[config.mk]
export PLATFORM = sky130hd
export DESIGN_NAME = kiddie_ride_bus_glue_and_display_link
export DESIGN_NICKNAME = d
export VERILOG_FILES = /design/src/hdl/krbg_pkg.sv /design/src/hdl/krbg_bus.sv /design/src/hdl/krbg_link.sv /design/src/hdl/kiddie_ride_bus_glue_and_display_link.sv
export SDC_FILE = /design/constraint.sdc
export NUM_CORES = 1
export LEC_CHECK = 0
export BUFFER_PORTS_ARGS = -buffer_cell sky130_fd_sc_hd__buf_4
export CAP_MARGIN = 20
export CELL_PAD_IN_SITES_DETAIL_PLACEMENT = 2
export CELL_PAD_IN_SITES_GLOBAL_PLACEMENT = 2
export CORE_MARGIN = 2
export CORE_UTILIZATION = 40
export CTS_BUF_LIST = sky130_fd_sc_hd__clkbuf_16
export DETAILED_ROUTE_END_ITERATION = 8
export PLACE_DENSITY = 0.76
export SLEW_MARGIN = 20
export SYNTH_ARGS = -nofsm -noshare
export SYNTH_HDL_FRONTEND = slang
export SYNTH_SLANG_ARGS = --single-unit
[constraint.sdc]
create_clock -name clk_i -period 5.65 [get_ports clk_i]
set_input_delay 1.13 -clock clk_i [delete_from_list [all_inputs] [get_ports clk_i]]
set_output_delay 1.13 -clock clk_i [all_outputs]
set_load 0.01 [all_outputs]
[src/hdl/krbg_pkg.sv]
`timescale 1ns / 1ps
`default_nettype none

package krbg_pkg;

  localparam logic [1:0] KIND_PORT_A_WR = 2'd0;
  localparam logic [1:0] KIND_PORT_B_WR = 2'd1;
  localparam logic [1:0] KIND_PORT_B_RD = 2'd2;

  localparam logic [7:0] DIP_BUS_HI  = 8'hc0;
  localparam logic [7:0] FULL_DRIVE  = 8'hff;
  localparam logic [3:0] PORT_A_IDLE = 4'hf;
  localparam logic [5:0] DIP_RESET   = 6'h3f;

  typedef struct packed {
    logic [1:0] kind;
    logic [7:0] port_data;
    logic [7:0] drive_mask;
    logic [7:0] input_pins;
    logic [7:0] oki_status;
  } in_item_t;

  typedef struct packed {
    logic [7:0] read_data;
    logic       oki_write;
    logic [7:0] oki_command;
    logic       coin_counter;
    logic       aux_out;
    logic [1:0] lamps;
    logic       motor_on;
    logic [6:0] credits_tens;
    logic [6:0] credits_units;
    logic [6:0] time_tens;
    logic [6:0] time_units;
  } out_item_t;

  typedef struct packed {
    logic       strobe;
    logic [7:0] value;
  } latch_ev_t;

  typedef struct packed {
    logic [6:0] credits_tens;
    logic [6:0] credits_units;
    logic [6:0] time_tens;
    logic [6:0] time_units;
  } digits_t;

endpackage

`default_nettype wire

[src/hdl/krbg_bus.sv]
`timescale 1ns / 1ps
`default_nettype none

module krbg_bus (
  input  wire                  clk_i,
  input  wire                  rst_ni,
  input  wire                  step_i,
  input  krbg_pkg::in_item_t   item_i,
  input  wire  [5:0]           dip_i,
  output logic [7:0]           read_data_o,
  output logic                 oki_write_o,
  output logic [7:0]           oki_command_o,
  output krbg_pkg::latch_ev_t  latch_ev_o
);

  logic [3:0] port_a_q, port_a_d;
  logic [7:0] port_b_val_q, port_b_val_d;
  logic [7:0] port_b_drv_q, port_b_drv_d;
  logic [3:0] new_level;

  function automatic logic [7:0] bus_sel(input logic [3:0] lv, input logic [5:0] dip,
                                         input logic [7:0] pins, input logic [7:0] status);
    logic [7:0] res;
    if (!lv[1] && !lv[3]) begin
      res = krbg_pkg::DIP_BUS_HI | {2'b00, dip};
    end else if (!lv[0] && !lv[3]) begin
      res = status;
    end else begin
      res = pins;
    end
    return res;
  endfunction

  always_comb begin
    new_level     = (item_i.port_data[3:0] & item_i.drive_mask[3:0]) | ~item_i.drive_mask[3:0];
    port_a_d      = port_a_q;
    port_b_val_d  = port_b_val_q;
    port_b_drv_d  = port_b_drv_q;
    read_data_o   = '0;
    oki_write_o   = 1'b0;
    oki_command_o = '0;
    latch_ev_o    = '0;
    case (item_i.kind)
      krbg_pkg::KIND_PORT_A_WR: begin
        port_a_d = new_level;
        if (!port_a_q[1] && new_level[1] && !port_a_q[0] &&
            port_b_drv_q == krbg_pkg::FULL_DRIVE) begin
          oki_write_o   = 1'b1;
          oki_command_o = port_b_val_q;
        end
        latch_ev_o.strobe = !port_a_q[2] && new_level[2];
        latch_ev_o.value  = (port_b_val_q & port_b_drv_q) |
                            (bus_sel(new_level, dip_i, item_i.input_pins, item_i.oki_status)
                             & ~port_b_drv_q);
      end
      krbg_pkg::KIND_PORT_B_WR: begin
        port_b_val_d = item_i.port_data;
        port_b_drv_d = item_i.drive_mask;
      end
      krbg_pkg::KIND_PORT_B_RD: begin
        read_data_o = bus_sel(port_a_q, dip_i, item_i.input_pins, item_i.oki_status);
      end
      default: begin
      end
    endcase
  end

  always_ff @(posedge clk_i or negedge rst_ni) begin
    if (!rst_ni) begin
      port_a_q     <= krbg_pkg::PORT_A_IDLE;
      port_b_val_q <= krbg_pkg::FULL_DRIVE;
      port_b_drv_q <= '0;
    end else if (step_i) begin
      port_a_q     <= port_a_d;
      port_b_val_q <= port_b_val_d;
      port_b_drv_q <= port_b_drv_d;
    end
  end

endmodule

`default_nettype wire

[src/hdl/krbg_link.sv]
`timescale 1ns / 1ps
`default_nettype none

module krbg_link (
  input  wire                  clk_i,
  input  wire                  rst_ni,
  input  wire                  step_i,
  input  krbg_pkg::latch_ev_t  latch_ev_i,
  output logic [7:0]           latch_o,
  output krbg_pkg::digits_t    digits_o
);

  logic [7:0]        latch_q, latch_d;
  logic [15:0]       shift_q, shift_d;
  krbg_pkg::digits_t digits_q, digits_d;
  logic [6:0]        hi, lo, units, tens;

  always_comb begin
    latch_d  = latch_ev_i.strobe ? latch_ev_i.value : latch_q;
    shift_d  = shift_q;
    digits_d = digits_q;
    // Q1 falling edge shifts in Q0
    if (latch_q[1] && !latch_d[1]) begin
      shift_d = {shift_q[14:0], latch_d[0]};
    end
    hi    = shift_d[14:8];
    lo    = shift_d[6:0];
    units = {hi[1], hi[5], hi[4], hi[3], hi[2], hi[0], hi[6]};
    tens  = {lo[5], lo[6], lo[2], lo[3], lo[4], lo[1], lo[0]};
    // Q2 rising edge latches the frame
    if (!latch_q[2] && latch_d[2]) begin
      if (shift_d[15]) begin
        digits_d.credits_tens  = tens;
        digits_d.credits_units = units;
      end
      if (shift_d[7]) begin
        digits_d.time_tens  = tens;
        digits_d.time_units = units;
      end
    end
    latch_o  = latch_d;
    digits_o = digits_d;
  end

  always_ff @(posedge clk_i or negedge rst_ni) begin
    if (!rst_ni) begin
      latch_q  <= '0;
      shift_q  <= '0;
      digits_q <= '0;
    end else if (step_i) begin
      latch_q  <= latch_d;
      shift_q  <= shift_d;
      digits_q <= digits_d;
    end
  end

endmodule

`default_nettype wire

[src/hdl/kiddie_ride_bus_glue_and_display_link.sv]
// An accepted beat waits in the input register, passes the decode/edge logic and is
// written to the result register when the output is free, then offered on the output.
// Throughput: one beat per cycle while the output is not stalled; input register, one pass
// of decode/edge logic, result register.
// Reset (rst_ni low, asynchronous): port A lines high, port B value 0xff undriven,
// latch, link shift and digits cleared, DIP register 0x3f, both stages empty.
`timescale 1ns / 1ps
`default_nettype none

module kiddie_ride_bus_glue_and_display_link (
  input  wire                  clk_i,
  input  wire                  rst_ni,
  input  wire                  in_valid_i,
  output logic                 in_ready_o,
  input  krbg_pkg::in_item_t   in_data_i,
  output logic                 out_valid_o,
  input  wire                  out_ready_i,
  output krbg_pkg::out_item_t  out_data_o,
  input  wire                  cfg_we_i,
  input  wire  [5:0]           cfg_data_i
);

  logic                 s1_valid_q;
  krbg_pkg::in_item_t   s1_item_q;
  logic                 out_valid_q;
  krbg_pkg::out_item_t  out_q, out_d;
  logic [5:0]           dip_q;
  logic                 adv, step;
  logic [7:0]           read_data, oki_command, latch;
  logic                 oki_write;
  krbg_pkg::latch_ev_t  latch_ev;
  krbg_pkg::digits_t    digits;

  assign adv        = !out_valid_q || out_ready_i;
  assign step       = s1_valid_q && adv;
  assign in_ready_o = !s1_valid_q || adv;

  krbg_bus u_bus (
    .clk_i         (clk_i),
    .rst_ni        (rst_ni),
    .step_i        (step),
    .item_i        (s1_item_q),
    .dip_i         (dip_q),
    .read_data_o   (read_data),
    .oki_write_o   (oki_write),
    .oki_command_o (oki_command),
    .latch_ev_o    (latch_ev)
  );

  krbg_link u_link (
    .clk_i      (clk_i),
    .rst_ni     (rst_ni),
    .step_i     (step),
    .latch_ev_i (latch_ev),
    .latch_o    (latch),
    .digits_o   (digits)
  );

  always_comb begin
    out_d.read_data     = read_data;
    out_d.oki_write     = oki_write;
    out_d.oki_command   = oki_command;
    out_d.coin_counter  = latch[3];
    out_d.aux_out       = latch[4];
    out_d.lamps         = latch[6:5];
    out_d.motor_on      = latch[7];
    out_d.credits_tens  = digits.credits_tens;
    out_d.credits_units = digits.credits_units;
    out_d.time_tens     = digits.time_tens;
    out_d.time_units    = digits.time_units;
  end

  always_ff @(posedge clk_i or negedge rst_ni) begin
    if (!rst_ni) begin
      s1_valid_q  <= 1'b0;
      out_valid_q <= 1'b0;
      dip_q       <= krbg_pkg::DIP_RESET;
    end else begin
      if (in_ready_o) begin
        s1_valid_q <= in_valid_i;
      end
      if (adv) begin
        out_valid_q <= s1_valid_q;
      end
      if (cfg_we_i) begin
        dip_q <= cfg_data_i;
      end
    end
  end

  always_ff @(posedge clk_i) begin
    if (in_valid_i && in_ready_o) begin
      s1_item_q <= in_data_i;
    end
    if (step) begin
      out_q <= out_d;
    end
  end

  assign out_valid_o = out_valid_q;
  assign out_data_o  = out_q;

endmodule

`default_nettype wire

==> flow_metrics.tcl <==
set metrics [dict create \
    status "finished, final reports clean" \
    syn_nets 479 \
    timing.rr.end "out_data_o[8]" \
    final_cell_count_no_fill 772 \
    grt_pass1_wl_um 24720 \
    r2r-start "s1_item_q[24]" \
    cts_buffers 17 \
    synth-simple-area-share 0.05976 \
    finalPower_mw 2.987 \
    place_hpwl_um 10410 \
    start_util 0.4061 \
    critical_path.max_stage_delay_ns 0.67 \
    diodes 0 \
    path_class "register to register" \
    grt_setup_unrepaired "no" \
    cts_setup_buffers 0 \
    synth_top_family_by_area "multiplexers" \
    first_global_vias 4537 \
    layout_setup_ws_ns 2.376 \
    ant_nets 0 \
    cp-end-kind "register" \
    p_leak_nw 3.560 \
    dp_cells 740 \
    crit_slowest_cell "and4bb_1" \
    clockBufferDepth 2 \
    cts_sinks 163 \
    finalHoldViolCount 0 \
    rows 48 \
    ys_types 42 \
    dieArea_um2 18450 \
    layout_commonest_cell "buf_4" \
    tns_ns 0 \
    overflow 0 \
    fillers 1600 \
    post-place-ws_ns 2.089 \
    grt_use_total 0.1836 \
    first_pass_iters 4 \
    fin_crit_ns 3.274 \
    cp.depth 6 \
    hp-class "register to register" \
    synth_fa_ha_area_frac 0 \
    worstPathRequired_ns 5.83 \
    r2r_slack_ns 2.38 \
    cp-start-kind "register" \
    hold_buffers 0 \
    cts_tree "yes" \
    endpoint "out_data_o[8]" \
    final.period_utilization 0.5796 \
    rr_worst_depth 6 \
    io_buffers 96 \
    slew_headroom 0.3921 \
    peakVddDrop_uv 234.9 \
    crit_arrival_ns 3.45 \
    nets 579 \
    htreeDepth 4 \
    post_cts_resized 0 \
    yosysTopAreaCellShare 0.3629 \
    area_growth_pct 21.27 \
    via_count 3954 \
    power_density_nw_per_um2 354.3 \
    dieHeight_um 135.8 \
    drtIter0Drc 139 \
    root_buffer "clkbuf_16" \
    drv_cap 0 \
    insertion_delay_ns 0.44 \
    path_delay_family "simple AND/OR/NAND/NOR gates" \
    yosysTopAreaCell "edfxtp_1" \
    syn_avg_cell_area_um2 16.02 \
    async_flop_share 0.4847 \
    tightest_slew_ns 0.9044 \
    slew_violations 0 \
    core_um2 17120 \
    setup_viol 0 \
    ys_ff_latch 163 \
    syn_area_um2 6952 \
    yosys-top-cells-area "edfxtp_1, dfrtp_1, mux2_2" \
    synth-main-ff-cell "edfxtp_1" \
    cp_max_fo 14 \
    synth-compound-area-share 0.05958 \
    cp_cell_sequence "and4bb_1 > mux2i_2 > a31o_2 > nand4_1 > a21oi_4 > mux2_2" \
    synthMuxAreaShare 0.2109 \
    synth_edf_count 84 \
    ios 97 \
    crit_start "s1_item_q[24]" \
    drc 0 \
    fin_worst_skew_ns 0.01544 \
    die_w_um 135.8 \
    final_cell_mix "buf_4, edfxtp_1, mux2_2, dfrtp_1, mux2_4" \
    synthXorXnorAreaFrac 0 \
    fmax_ghz 0.3054 \
    ys_seq_area_frac 0.6505 \
    critPathBufInv 0 \
    antenna_found_initial 0 \
    finalWeightedCongestion 0.7977 \
    wire_per_inst_um 20.27 \
    grt_max_degree 80 \
    drive_above_1_share 0.4735 \
    synthCells 434 \
    viasPerCell 5.122 \
    yosysWarnings 0 \
    routed_wl_um 15650 \
    clkSlewWorstSetupHoldPaths_ns 0.07 \
    hold_depth 1 \
]
-- logic make-up (layout without fill, tap and decap cells) --
kind of cell           after synthesis  in the layout
AND/OR/NAND/NOR                     79             79
flip-flops                         163            163
buffers and inverters               21            134
multiplexers                       120            120
AO/OA/AOI/OAI                       51             51
-- per-layer routing --
| layer | routed length (µm) | GRT usage |
|---|---|---|
| met2 | 8464 | 0.3384 |
| met5 | 0 | 0 |
| met3 | 500 | 0.04064 |
| met1 | 6369 | 0.2041 |
| met4 | 315 | 0.07581 |
-- flip-flops by register name (all words and copies together), names as in the netlist --
register,count
dip_q,6
out_data_o,50
out_valid_o,1
s1_item_q,34
s1_valid_q,1
u_bus.port_a_q,4
u_bus.port_b_drv_q,8
u_bus.port_b_val_q,8
u_link.digits_q,28
u_link.latch_q,7
u_link.shift_q,16
-- where the power goes --
group | internal [mW] | switching, mW | total [mW]
combinational | 0.161 | 0.199 | 0.361
sequential | 1.41 | 0.0966 | 1.50
clock | 0.645 | 0.477 | 1.12
total | 2.21 | 0.772 | 2.99
-- worst min path at each step --
stage	slack [ns]	end	start
after detailed placement	0.47	u_bus.port_b_val_q[4]	s1_item_q[28]
after CTS	0.49	u_bus.port_b_val_q[4]	s1_item_q[28]
after global placement	0.46	u_link.digits_q[9]	u_link.digits_q[9]
after floorplan	0.45	out_valid_o	s1_valid_q
final	0.48	u_bus.port_b_val_q[4]	s1_item_q[28]
after global routing	0.51	u_bus.port_b_drv_q[4]	s1_item_q[20]
-- per-stage QoR --
stage / utilization / cell area, µm² / hold WS, ns
CTS: 0.4923 / 8427 / 0.4912
global route: 0.4925 / 8431 / 0.5077
floorplan: - / 6952 / 0.4490
finish: 0.4925 / 8431 / 0.4828
detailed placement: 0.4591 / 7859 / 0.4719
global placement: 0.4591 / 7859 / 0.4617
-- worst register-to-register path, delay by kind of cell (launching register included) --
kind | cells | cell delay [ns]
flops | 1 | 0.43
compound gates | 2 | 0.85
mux | 2 | 0.81
simple gates | 2 | 0.91
-- cell type report --
| cell class | count | area, µm² | share of cell area |
|---|---|---|---|
| well taps | 225 | 281.5 | 0.03339 |
| inverters | 2 | 7.507 | 0.0008905 |
| clock inverters | 15 | 142.6 | 0.01692 |
| repair buffers | 100 | 754.5 | 0.08949 |
| multi-input cells | 250 | 2297 | 0.2725 |
| clock buffers | 17 | 425.4 | 0.05046 |
| flip-flops and latches | 163 | 4522 | 0.5364 |
-- synthesized netlist by cell type (5+ instances only) --
| cell type | n |
|---|---|
| edfxtp_1 | 84 |
| dfrtp_1 | 61 |
| mux2_2 | 61 |
| mux2_4 | 33 |
| nand2_1 | 27 |
| dfstp_2 | 18 |
| o21ai_0 | 17 |
| mux2_1 | 16 |
| nor2_1 | 16 |
| and2_1 | 10 |
| a21oi_1 | 9 |
| clkbuf_1 | 9 |
| mux2i_1 | 9 |
| buf_6 | 7 |
| a311oi_1 | 6 |
| a211oi_1 | 5 |
Note: power is estimated with default switching activity, not from simulation.
